**src/sv/background_diff_threshold_median3_macros.svh**
```systemverilog
// Assertion macros for the background difference mask block.
// Simulation builds get the checks; synthesis builds get empty bodies.
`ifndef BACKGROUND_DIFF_THRESHOLD_MEDIAN3_MACROS_SVH
`define BACKGROUND_DIFF_THRESHOLD_MEDIAN3_MACROS_SVH

`ifndef SYNTHESIS

// Same-cycle implication, checked outside of reset.
`define BDTM_ASSERT_NOW(label, ante, cons) \
  label: assert property (@(posedge clk_i) disable iff (!rst_ni) (ante) |-> (cons)) \
    else $error("assertion failed");

// Next-cycle implication, checked outside of reset.
`define BDTM_ASSERT_NEXT(label, ante, cons) \
  label: assert property (@(posedge clk_i) disable iff (!rst_ni) (ante) |=> (cons)) \
    else $error("assertion failed");

`else

`define BDTM_ASSERT_NOW(label, ante, cons)
`define BDTM_ASSERT_NEXT(label, ante, cons)

`endif

`endif

```
**src/sv/bdtm_pkg.sv**
```systemverilog
`timescale 1ns / 1ps

package bdtm_pkg;

  // Frame geometry and field widths.
  localparam int unsigned COORD_W    = 10;
  localparam int unsigned MAX_WIDTH  = 2 ** COORD_W;
  localparam int unsigned MAX_HEIGHT = 2 ** COORD_W;
  localparam int unsigned PIX_W      = 8;
  localparam int unsigned SIZE_W     = 11;
  localparam int unsigned CFG_IDX_W  = 2;

  // Depth of the job queue between front and back.
  localparam int unsigned QUEUE_DEPTH = 4;

  // Register indexes of the configuration port.
  typedef logic [CFG_IDX_W-1:0] cfg_idx_t;
  localparam cfg_idx_t CFG_DIFF_THRESHOLD = 2'd0;
  localparam cfg_idx_t CFG_FRAME_WIDTH    = 2'd1;
  localparam cfg_idx_t CFG_FRAME_HEIGHT   = 2'd2;

  // Register values after reset.
  localparam logic [PIX_W-1:0]  RST_DIFF_THRESHOLD = 8'd30;
  localparam logic [SIZE_W-1:0] RST_FRAME_WIDTH    = 11'd320;
  localparam logic [SIZE_W-1:0] RST_FRAME_HEIGHT   = 11'd240;

  // Mask output levels.
  localparam logic [PIX_W-1:0] MASK_FG = 8'd255;
  localparam logic [PIX_W-1:0] MASK_BG = 8'd0;

  // Result slots of one job, in emission order.
  localparam int unsigned SLOT_UP_LEFT = 0;  // (r-1, c-1)
  localparam int unsigned SLOT_LEFT    = 1;  // (r,   c-1), bottom row only
  localparam int unsigned SLOT_UP      = 2;  // (r-1, c),   right column only
  localparam int unsigned SLOT_HERE    = 3;  // (r,   c),   last pixel of frame
  localparam int unsigned NUM_SLOTS    = 4;

  typedef struct packed {
    logic [PIX_W-1:0]  diff_threshold;
    logic [SIZE_W-1:0] frame_width;
    logic [SIZE_W-1:0] frame_height;
  } cfg_t;

  typedef struct packed {
    logic [NUM_SLOTS-1:0] emit;
    logic [NUM_SLOTS-1:0] vote;
    logic [COORD_W-1:0]   row;
    logic [COORD_W-1:0]   col;
  } job_t;

  // Last valid index of a dimension after saturating the size to 2..max.
  function automatic logic [COORD_W-1:0] size_last(logic [SIZE_W-1:0] raw,
                                                   int unsigned max_size);
    logic [SIZE_W-1:0] t;
    if (raw < SIZE_W'(2)) begin
      t = SIZE_W'(1);
    end else if (raw > SIZE_W'(max_size)) begin
      t = SIZE_W'(max_size - 1);
    end else begin
      t = raw - SIZE_W'(1);
    end
    return t[COORD_W-1:0];
  endfunction

  // Column of three mask bits shifted one row down, with the bottom row replicated.
  function automatic logic [2:0] drop_top(logic [2:0] c);
    return {c[2], c[2], c[1]};
  endfunction

  // Median of nine binary pixels: at least five set.
  function automatic logic majority(logic [8:0] bits);
    logic [3:0] n;
    n = 4'd0;
    for (int i = 0; i < 9; i++) begin
      n = n + {3'b000, bits[i]};
    end
    return n >= 4'd5;
  endfunction

endpackage

```
**src/sv/bdtm_front.sv**
```systemverilog
`timescale 1ns / 1ps

module bdtm_front (
  input  logic                      clk_i,
  input  logic                      rst_ni,
  input  bdtm_pkg::cfg_t            cfg_i,
  input  logic                      restart_i,
  input  logic                      in_valid_i,
  output logic                      in_ready_o,
  input  logic [bdtm_pkg::PIX_W-1:0] frame_pixel_i,
  input  logic [bdtm_pkg::PIX_W-1:0] background_pixel_i,
  output logic                      job_valid_o,
  output bdtm_pkg::job_t            job_o,
  input  logic                      job_full_i
);
  import bdtm_pkg::*;

  // Line stores of mask bits for the two previous rows.
  logic line_above_mem     [MAX_WIDTH];
  logic line_two_above_mem [MAX_WIDTH];

  logic [COORD_W-1:0] col_q, col_d, row_q, row_d;
  logic [COORD_W-1:0] w_last, h_last;
  logic [PIX_W-1:0]   diff;
  logic               fg, accept;

  logic               s1_valid_q, s1_valid_d;
  logic               s1_fg_q, s1_last_row_q, s1_last_col_q;
  logic [COORD_W-1:0] s1_col_q, s1_row_q;
  logic               mid_rd_q, two_rd_q;
  logic [8:0]         win_q, win_d;
  logic               advance;

  logic [2:0]           col_bits, c0, c1, c2;
  logic [NUM_SLOTS-1:0] emit, vote;
  logic                 has_up;

  assign w_last = size_last(cfg_i.frame_width, MAX_WIDTH);
  assign h_last = size_last(cfg_i.frame_height, MAX_HEIGHT);

  // Stage 0: classify the pixel against the background.
  assign diff = (frame_pixel_i > background_pixel_i) ? frame_pixel_i - background_pixel_i
                                                    : background_pixel_i - frame_pixel_i;
  assign fg = diff > cfg_i.diff_threshold;

  assign in_ready_o = !s1_valid_q || advance;
  assign accept     = in_valid_i && in_ready_o;

  // Raster position of the next item.
  always_comb begin
    col_d = col_q;
    row_d = row_q;
    if (restart_i) begin
      col_d = '0;
      row_d = '0;
    end else if (accept) begin
      if (col_q == w_last) begin
        col_d = '0;
        row_d = (row_q == h_last) ? '0 : row_q + COORD_W'(1);
      end else begin
        col_d = col_q + COORD_W'(1);
      end
    end
  end

  always_ff @(posedge clk_i or negedge rst_ni) begin
    if (!rst_ni) begin
      col_q <= '0;
      row_q <= '0;
    end else begin
      col_q <= col_d;
      row_q <= row_d;
    end
  end

  // Line store reads on accept; writes when the item leaves stage 1.
  always_ff @(posedge clk_i) begin
    if (accept) begin
      mid_rd_q <= line_above_mem[col_q];
      two_rd_q <= line_two_above_mem[col_q];
    end
    if (advance) begin
      line_above_mem[s1_col_q]     <= s1_fg_q;
      line_two_above_mem[s1_col_q] <= mid_rd_q;
    end
  end

  // Stage 1 payload.
  always_ff @(posedge clk_i) begin
    if (accept) begin
      s1_fg_q       <= fg;
      s1_col_q      <= col_q;
      s1_row_q      <= row_q;
      s1_last_col_q <= col_q == w_last;
      s1_last_row_q <= row_q == h_last;
    end
  end

  always_comb begin
    s1_valid_d = s1_valid_q;
    if (accept) begin
      s1_valid_d = 1'b1;
    end else if (advance) begin
      s1_valid_d = 1'b0;
    end
  end

  always_ff @(posedge clk_i or negedge rst_ni) begin
    if (!rst_ni) begin
      s1_valid_q <= 1'b0;
    end else begin
      s1_valid_q <= s1_valid_d;
    end
  end

  // Stage 1: build the window column; rows above the frame repeat row 0.
  assign col_bits = {s1_fg_q, mid_rd_q, (s1_row_q <= COORD_W'(1)) ? mid_rd_q : two_rd_q};
  assign win_d    = (s1_col_q == '0) ? {col_bits, col_bits, col_bits}
                                     : {col_bits, win_q[8:3]};
  assign c0 = win_d[2:0];
  assign c1 = win_d[5:3];
  assign c2 = win_d[8:6];

  always_ff @(posedge clk_i or negedge rst_ni) begin
    if (!rst_ni) begin
      win_q <= '0;
    end else if (restart_i) begin
      win_q <= '0;
    end else if (advance) begin
      win_q <= win_d;
    end
  end

  // Majority votes for the four result positions this pixel can finish.
  assign vote[SLOT_UP_LEFT] = majority({c2, c1, c0});
  assign vote[SLOT_LEFT]    = majority({drop_top(c2), drop_top(c1), drop_top(c0)});
  assign vote[SLOT_UP]      = majority({c2, c2, c1});
  assign vote[SLOT_HERE]    = majority({drop_top(c2), drop_top(c2), drop_top(c1)});

  assign has_up              = s1_row_q != '0;
  assign emit[SLOT_UP_LEFT]  = has_up && (s1_col_q != '0);
  assign emit[SLOT_LEFT]     = emit[SLOT_UP_LEFT] && s1_last_row_q;
  assign emit[SLOT_UP]       = has_up && s1_last_col_q;
  assign emit[SLOT_HERE]     = emit[SLOT_UP] && s1_last_row_q;

  // A pixel that finishes nothing leaves without a queue slot.
  assign advance     = s1_valid_q && ((emit == '0) || !job_full_i);
  assign job_valid_o = s1_valid_q && (emit != '0) && !job_full_i;

  assign job_o.emit = emit;
  assign job_o.vote = vote;
  assign job_o.row  = s1_row_q;
  assign job_o.col  = s1_col_q;

endmodule

```
**src/sv/bdtm_queue.sv**
```systemverilog
`timescale 1ns / 1ps

module bdtm_queue (
  input  logic           clk_i,
  input  logic           rst_ni,
  input  logic           push_i,
  input  bdtm_pkg::job_t push_data_i,
  output logic           full_o,
  input  logic           pop_i,
  output logic           valid_o,
  output bdtm_pkg::job_t head_o
);
  import bdtm_pkg::*;

  localparam int unsigned PTR_W = $clog2(QUEUE_DEPTH);
  localparam int unsigned CNT_W = $clog2(QUEUE_DEPTH + 1);

  job_t             entries_q [QUEUE_DEPTH];
  logic [PTR_W-1:0] wr_ptr_q, wr_ptr_d, rd_ptr_q, rd_ptr_d;
  logic [CNT_W-1:0] count_q, count_d;

  assign full_o  = count_q == CNT_W'(QUEUE_DEPTH);
  assign valid_o = count_q != '0;
  assign head_o  = entries_q[rd_ptr_q];

  // Pointer and fill count update.
  always_comb begin
    wr_ptr_d = push_i ? wr_ptr_q + PTR_W'(1) : wr_ptr_q;
    rd_ptr_d = pop_i ? rd_ptr_q + PTR_W'(1) : rd_ptr_q;
    count_d  = count_q;
    if (push_i && !pop_i) begin
      count_d = count_q + CNT_W'(1);
    end else if (pop_i && !push_i) begin
      count_d = count_q - CNT_W'(1);
    end
  end

  always_ff @(posedge clk_i or negedge rst_ni) begin
    if (!rst_ni) begin
      wr_ptr_q <= '0;
      rd_ptr_q <= '0;
      count_q  <= '0;
    end else begin
      wr_ptr_q <= wr_ptr_d;
      rd_ptr_q <= rd_ptr_d;
      count_q  <= count_d;
    end
  end

  // Entry storage.
  always_ff @(posedge clk_i) begin
    if (push_i) begin
      entries_q[wr_ptr_q] <= push_data_i;
    end
  end

endmodule

```
**src/sv/bdtm_back.sv**
```systemverilog
`timescale 1ns / 1ps

module bdtm_back (
  input  logic                          clk_i,
  input  logic                          rst_ni,
  input  logic                          job_valid_i,
  input  bdtm_pkg::job_t                job_i,
  output logic                          job_pop_o,
  output logic                          out_valid_o,
  input  logic                          out_ready_i,
  output logic [bdtm_pkg::PIX_W-1:0]    mask_pixel_o,
  output logic [bdtm_pkg::COORD_W-1:0]  out_row_o,
  output logic [bdtm_pkg::COORD_W-1:0]  out_col_o,
  output logic                          frame_done_o
);
  import bdtm_pkg::*;

  logic [NUM_SLOTS-1:0] used_q, used_d, pending, sel;
  logic                 load, last;
  logic                 out_valid_q, out_valid_d;
  logic [PIX_W-1:0]     mask_q;
  logic [COORD_W-1:0]   row_q, col_q;
  logic                 done_q;

  // Pick the earliest result of the head job not yet sent.
  assign pending = job_i.emit & ~used_q;
  assign sel     = pending & (~pending + NUM_SLOTS'(1));
  assign last    = (pending & ~sel) == '0;
  assign load    = job_valid_i && (!out_valid_q || out_ready_i);
  assign job_pop_o = load && last;

  always_comb begin
    used_d = used_q;
    if (load) begin
      used_d = last ? '0 : (used_q | sel);
    end
    out_valid_d = out_valid_q;
    if (load) begin
      out_valid_d = 1'b1;
    end else if (out_ready_i) begin
      out_valid_d = 1'b0;
    end
  end

  always_ff @(posedge clk_i or negedge rst_ni) begin
    if (!rst_ni) begin
      used_q      <= '0;
      out_valid_q <= 1'b0;
    end else begin
      used_q      <= used_d;
      out_valid_q <= out_valid_d;
    end
  end

  // Output register holds the result until the receiver takes it.
  always_ff @(posedge clk_i) begin
    if (load) begin
      mask_q <= ((sel & job_i.vote) != '0) ? MASK_FG : MASK_BG;
      row_q  <= (sel[SLOT_UP_LEFT] || sel[SLOT_UP]) ? job_i.row - COORD_W'(1) : job_i.row;
      col_q  <= (sel[SLOT_UP_LEFT] || sel[SLOT_LEFT]) ? job_i.col - COORD_W'(1) : job_i.col;
      done_q <= sel[SLOT_HERE];
    end
  end

  assign out_valid_o  = out_valid_q;
  assign mask_pixel_o = mask_q;
  assign out_row_o    = row_q;
  assign out_col_o    = col_q;
  assign frame_done_o = done_q;

endmodule

```
**src/sv/background_diff_threshold_median3.sv**
```systemverilog
// Foreground mask from background difference, cleaned by a 3x3 binary median.
// Input channel: in_valid_i/in_ready_o with one frame pixel and its background
// pixel per item, in raster order. Output channel: out_valid_o/out_ready_i with
// one mask pixel (0 or 255), its row and column, and frame_done on the last one.
// Configuration: cfg_valid_i/cfg_ready_o with a register index and data; it is
// always ready. Writing frame width or height restarts the frame position.
// Throughput: one pixel per cycle while the job queue has room. Each row after
// the first gives one result per pixel on average (none at the left column, two
// at the right column); the bottom row gives two per pixel, so there the output
// port, one result per cycle, halves the input rate.
// The first result of pixel (r, c), the one for (r-1, c-1), goes from the stage 1
// register, which also holds the line store reads, through the job queue into the
// output register. A four-entry job queue lets the front keep accepting while the
// receiver stalls; when it is full, in_ready_o drops once the stage 1 pixel needs
// a slot. Reset clears the position, window, queue and output; the line stores
// need no clearing since the top row replicates itself and no stale entry ever
// reaches a result.
`timescale 1ns / 1ps

`include "background_diff_threshold_median3_macros.svh"

module background_diff_threshold_median3 (
  input  logic                            clk_i,
  input  logic                            rst_ni,
  input  logic                            in_valid_i,
  output logic                            in_ready_o,
  input  logic [bdtm_pkg::PIX_W-1:0]      frame_pixel_i,
  input  logic [bdtm_pkg::PIX_W-1:0]      background_pixel_i,
  output logic                            out_valid_o,
  input  logic                            out_ready_i,
  output logic [bdtm_pkg::PIX_W-1:0]      mask_pixel_o,
  output logic [bdtm_pkg::COORD_W-1:0]    out_row_o,
  output logic [bdtm_pkg::COORD_W-1:0]    out_col_o,
  output logic                            frame_done_o,
  input  logic                            cfg_valid_i,
  output logic                            cfg_ready_o,
  input  logic [bdtm_pkg::CFG_IDX_W-1:0]  cfg_index_i,
  input  logic [bdtm_pkg::SIZE_W-1:0]     cfg_data_i
);
  import bdtm_pkg::*;

  cfg_t   cfg_q;
  logic   cfg_write, restart;
  logic   job_valid, job_full, job_pop, head_valid;
  job_t   job, head;
  logic [COORD_W-1:0] w_last, h_last;

  // Configuration registers.
  assign cfg_ready_o = 1'b1;
  assign cfg_write   = cfg_valid_i && cfg_ready_o;
  assign restart     = cfg_write &&
                       (cfg_index_i == CFG_FRAME_WIDTH || cfg_index_i == CFG_FRAME_HEIGHT);

  always_ff @(posedge clk_i or negedge rst_ni) begin
    if (!rst_ni) begin
      cfg_q.diff_threshold <= RST_DIFF_THRESHOLD;
      cfg_q.frame_width    <= RST_FRAME_WIDTH;
      cfg_q.frame_height   <= RST_FRAME_HEIGHT;
    end else if (cfg_write) begin
      case (cfg_index_i)
        CFG_DIFF_THRESHOLD: cfg_q.diff_threshold <= cfg_data_i[PIX_W-1:0];
        CFG_FRAME_WIDTH:    cfg_q.frame_width    <= cfg_data_i;
        CFG_FRAME_HEIGHT:   cfg_q.frame_height   <= cfg_data_i;
        default: ;
      endcase
    end
  end

  bdtm_front u_front (
    .clk_i              (clk_i),
    .rst_ni             (rst_ni),
    .cfg_i              (cfg_q),
    .restart_i          (restart),
    .in_valid_i         (in_valid_i),
    .in_ready_o         (in_ready_o),
    .frame_pixel_i      (frame_pixel_i),
    .background_pixel_i (background_pixel_i),
    .job_valid_o        (job_valid),
    .job_o              (job),
    .job_full_i         (job_full)
  );

  bdtm_queue u_queue (
    .clk_i       (clk_i),
    .rst_ni      (rst_ni),
    .push_i      (job_valid),
    .push_data_i (job),
    .full_o      (job_full),
    .pop_i       (job_pop),
    .valid_o     (head_valid),
    .head_o      (head)
  );

  bdtm_back u_back (
    .clk_i        (clk_i),
    .rst_ni       (rst_ni),
    .job_valid_i  (head_valid),
    .job_i        (head),
    .job_pop_o    (job_pop),
    .out_valid_o  (out_valid_o),
    .out_ready_i  (out_ready_i),
    .mask_pixel_o (mask_pixel_o),
    .out_row_o    (out_row_o),
    .out_col_o    (out_col_o),
    .frame_done_o (frame_done_o)
  );

  // Frame limits, used by the checks below.
  assign w_last = size_last(cfg_q.frame_width, MAX_WIDTH);
  assign h_last = size_last(cfg_q.frame_height, MAX_HEIGHT);

  // The frame end marker sits only on the bottom right pixel.
  `BDTM_ASSERT_NOW(a_done_corner, out_valid_o && frame_done_o,
                   out_row_o == h_last && out_col_o == w_last)

  // Every emitted pixel lies inside the frame.
  `BDTM_ASSERT_NOW(a_in_frame, out_valid_o, out_row_o <= h_last && out_col_o <= w_last)

  // The mask is binary.
  `BDTM_ASSERT_NOW(a_mask_binary, out_valid_o,
                   mask_pixel_o == MASK_FG || mask_pixel_o == MASK_BG)

  // A full queue never takes a job.
  `BDTM_ASSERT_NOW(a_no_overflow, job_full, !job_valid)

endmodule

```
**config.mk**
```make
export PLATFORM = sky130hd
export DESIGN_NAME = background_diff_threshold_median3
export DESIGN_NICKNAME = d
export VERILOG_FILES = /design/src/sv/bdtm_pkg.sv /design/src/sv/bdtm_front.sv /design/src/sv/bdtm_queue.sv /design/src/sv/bdtm_back.sv /design/src/sv/background_diff_threshold_median3.sv
export VERILOG_INCLUDE_DIRS = /design/src /design/src/sv
export SDC_FILE = /design/constraint.sdc
export NUM_CORES = 2
export LEC_CHECK = 0
export BUFFER_PORTS_ARGS = -buffer_cell sky130_fd_sc_hd__buf_2
export CAP_MARGIN = 20
export CELL_PAD_IN_SITES_DETAIL_PLACEMENT = 0
export CELL_PAD_IN_SITES_GLOBAL_PLACEMENT = 1
export CORE_ASPECT_RATIO = 0.6
export CORE_MARGIN = 5
export CORE_UTILIZATION = 49
export CTS_CLUSTER_SIZE = 30
export DETAILED_ROUTE_END_ITERATION = 8
export GPL_ROUTABILITY_DRIVEN = 0
export PLACE_DENSITY = 0.83
export RECOVER_POWER = 25
export SLEW_MARGIN = 10
export SYNTH_ARGS = -nofsm -noshare
export SYNTH_HDL_FRONTEND = slang
export SYNTH_SLANG_ARGS = --single-unit
```
**constraint.sdc**
```tcl
create_clock -name clk_i -period 17.9 [get_ports clk_i]
set_input_delay 0.895 -clock clk_i [delete_from_list [all_inputs] [get_ports clk_i]]
set_output_delay 0.895 -clock clk_i [all_outputs]
set_load 0.01 [all_outputs]
```
==> results.sh <==
export IMPL_synth_common_cells="edfxtp_1, nor2_1, mux4_2"
export IMPL_synth_area_top_cells="edfxtp_1, mux4_2, nor2_1"
export IMPL_worst_slew_pin_slew_ns=10.14
export IMPL_io_pins=66
export IMPL_ant_nets=0
export IMPL_p_sw_uw=4297
export IMPL_yosysUniqueCellTypes=89
export IMPL_status="complete, but fails checks"
export IMPL_rows=124
export IMPL_synth_most_common_cell="edfxtp_1"
export IMPL_pwr_share_comb=0.239
export IMPL_cellLeakagePower_uw=0.03194
export IMPL_path_buf_inv=2
export IMPL_preCtsSetupSlack_ns=11.67
export IMPL_power_frac_seq=0.464
export IMPL_syn_inst=5693
export IMPL_wl_per_cell_um=31.74
export IMPL_layout_min_cycle_time_ns=11.18
export IMPL_synthArstFlopShare=0.03032
export IMPL_hp_class="primary input to flip-flop"
export IMPL_irDropWorstVdd_uv=91.06
export IMPL_clock_sinks=2276
export IMPL_grt_first_pass_wirelength_um=382900
export IMPL_final_util=0.5460
export IMPL_clock_skew_ns=0.08082
export IMPL_internal_power_uw=10230
export IMPL_multi_input_area_um2=24700
export IMPL_n_fill_cell=14706
export IMPL_insertion_delay_ns=0.85
export IMPL_crit_end="u_front.line_two_above_mem[906]"
export IMPL_root_buffer="clkbuf_16"
export IMPL_reg2reg_to="u_front.line_two_above_mem[906]"
export IMPL_yosysSeqAreaShare=0.7198
export IMPL_cp_required_ns=18.01
export IMPL_clock_path_buffers=4
export IMPL_cpPeakStageDelay_ns=6.79
export IMPL_h_tree_depth=4
export IMPL_synth_ff_type="edfxtp_1"
export IMPL_violations="max-capacitance violations, max-slew violations"
export IMPL_antenna_found_initial=14
export IMPL_cap_violations=19
export IMPL_reg2reg_depth=2
export IMPL_crit_path_start_kind="flip-flop"
export IMPL_initial_core_util=0.4943
export IMPL_timing_worst_setup_path_type="flip-flop to flip-flop"
export IMPL_cp_slowest_cell="clkbuf_1"
export IMPL_power_uw=14530
export IMPL_setup_viol=0
export IMPL_ys_ff_latch=2276
export IMPL_path_clk_slew_ns=0.07
export IMPL_clock_power_share=0.298
export IMPL_synth_area_leader_cell="edfxtp_1"
export IMPL_use_met2=0.3437
export IMPL_worstPathMaxFanout=248
export IMPL_grt_remaining_overflow=0
export IMPL_grtUsageMet3=0.1287
export IMPL_firstDrtPassIters=6
export IMPL_register_area_um2=68030
export IMPL_worstSetupPathDepth=2
export IMPL_vias=55052
export IMPL_post_cts_setup_buffer_count=0
export IMPL_crit_top_cell="clkbuf_1"
export IMPL_area_growth_syn_to_layout_pct=10.45
export IMPL_routed_via_density=6.511
export IMPL_max_freq_mhz=89.41
export IMPL_ys_warn_count=0
export IMPL_fin_nets=5809
export IMPL_finalCritPeriodShare=0.6248
export IMPL_grt_use_total=0.2621
export IMPL_reg2reg_slack_ns=6.72
export IMPL_rsz0062_at_grt="false"
export IMPL_die_w_um=576.9
export IMPL_synth_top_area_frac=0.7014
export IMPL_endpoint_kind="flip-flop"
export IMPL_worstPathArrival_ns=11.29
export IMPL_cp_startpoint="u_front.mid_rd_q"
export IMPL_hpwl_um=163000
export IMPL_syn_avg_cell_area_um2=16.60
export IMPL_routed_wl_um=268400
export IMPL_grt_pass1_vias=52666
export IMPL_use_met1=0.3910
export IMPL_cts_repair_resized=0
export IMPL_coreArea_um2=191100
export IMPL_p_per_area_nw_per_um2=139.2
export IMPL_tritoncts="yes"
export IMPL_cp_top_family="buffers and inverters"
export IMPL_swShare=0.2957
export IMPL_hold_viol=0
export IMPL_grt_busiest_layer="met1"
export IMPL_die_h_um=350.1
export IMPL_worst_slack_ns=6.716
export IMPL_drv_slew=1242
export IMPL_grt_max_degree=249
export IMPL_slew_headroom=-5.759
export IMPL_synth_edff_count=2207
export IMPL_drtIter0Drc=9232
export IMPL_numPortBuffers=64
export IMPL_rr_startpoint="u_front.mid_rd_q"
export IMPL_drc_errors=0
export IMPL_cts_buffers=199
export IMPL_cp_cell_sequence="clkbuf_1 > clkbuf_1"
export IMPL_drive_gt1_frac=0.1783
export IMPL_die_area_um2=202000
export IMPL_synth_nets=5789
export IMPL_syn_area_um2=94490
export IMPL_tns_ns=0
-- layout by cell type, fill, tap and decap left out, types with 11 or more instances in the layout --
master	instances
a221oi_1	36
nor4_1	22
ha_1	50
nor2_1	1125
nand2b_1	17
buf_2	32
dfrtp_1	53
a21oi_1	110
clkbuf_16	203
o211ai_1	11
inv_1	70
a22oi_1	77
clkbuf_1	91
or3_1	17
buf_4	128
xnor2_1	33
nor2b_1	23
a31oi_1	18
xor2_1	21
o22ai_1	21
mux2i_1	209
o221ai_1	22
nand2_1	168
clkinv_1	46
o21ai_0	64
nand3_2	29
nand4_1	15
a22o_1	13
clkinv_2	28
bufinv_16	22
mux4_2	464
nand3_1	53
a211oi_1	43
nor3_1	41
edfxtp_1	2207
fa_1	12
mux2_2	40
-- power by group through the flow --
stage | sequential, uW | clock [uW] | combinational (uW)
after floorplan | 7470 | 0 | 2030
after global placement | 6770 | 0 | 3360
after detailed placement | 6780 | 0 | 3410
after CTS | 6660 | 4340 | 3420
after global routing | 6750 | 4580 | 3680
final | 6740 | 4320 | 3470
-- final cells by class --
cell class,instances,share of cell area
inverters,73,0.002650
clock buffers,244,0.05033
multi-input cells,2926,0.2367
diodes,7,0.0001678
flip-flops and latches,2276,0.6519
clock inverters,109,0.01048
repair buffers,237,0.01687
well taps,2583,0.03097
-- worst min-delay path by stage --
stage                                 from             endpoint  slack [ns]  cells past startpoint
after floorplan           u_front.col_q[4]  u_front.s1_col_q[4]        0.42                      0
after global placement    u_back.used_q[1]     u_back.used_q[1]        0.47                      2
after detailed placement  u_back.used_q[0]     u_back.used_q[0]        0.48                      2
after CTS                      out_ready_i   u_back.out_valid_o        0.22                      2
after global routing           out_ready_i   u_back.out_valid_o        0.25                      2
final                          out_ready_i   u_back.out_valid_o        0.26                      2
-- per-stage QoR --
stage / area (um^2) / hold WS (ns) / instances
finish: 104400 / 0.2579 / 8455
global placement: 97740 / 0.4666 / 8070
CTS: 104200 / 0.2217 / 8431
global route: 104300 / 0.2457 / 8448
detailed placement: 97850 / 0.4808 / 8077
floorplan: 94490 / 0.4231 / 5693
-- cells by family after synthesis --
group,Yosys count,share of synthesized area
flip-flops,2276,0.7198
XOR/XNOR,54,0.005006
AND/OR/NAND/NOR,1593,0.07041
AO/OA/AOI/OAI,502,0.03687
other,1,0.00003969
multiplexers,713,0.1375
buffers and inverters,491,0.02109
adder cells (fa/ha/maj),63,0.009269
-- worst reg2reg max path: cells and delay by family (launching register included) --
family	cells	cell delay, ns
DFF	1	0.37
buffers and inverters	2	10.05
-- state kept, by name, indices dropped and copies added (netlist names), 4 cells and up --
name	cells
u_front.win_q	6
u_front.s1_row_q	10
u_front.col_q	10
u_front.s1_col_q	10
cfg_q	30
u_queue.entries_q	112
u_back.out_row_o	10
u_front.line_two_above_mem	1024
u_back.out_col_o	10
u_front.row_q	10
u_front.line_above_mem	1024
u_back.used_q	4
-- routing by layer --
| layer | up-vias | part of all wire |
|---|---|---|
| met5 | - | 0.00011 |
| met4 | 4 | 0.024 |
| met3 | 448 | 0.19 |
| met2 | 4366 | 0.40 |
| met1 | 28111 | 0.39 |
| li1 | 22123 | - |
-- repair_timing --
action,in CTS,in global routing
hold buffers,1,0
endpoints found under the setup margin,0,0
hold endpoints to repair,6,0
(Power assumes the default switching activity.)
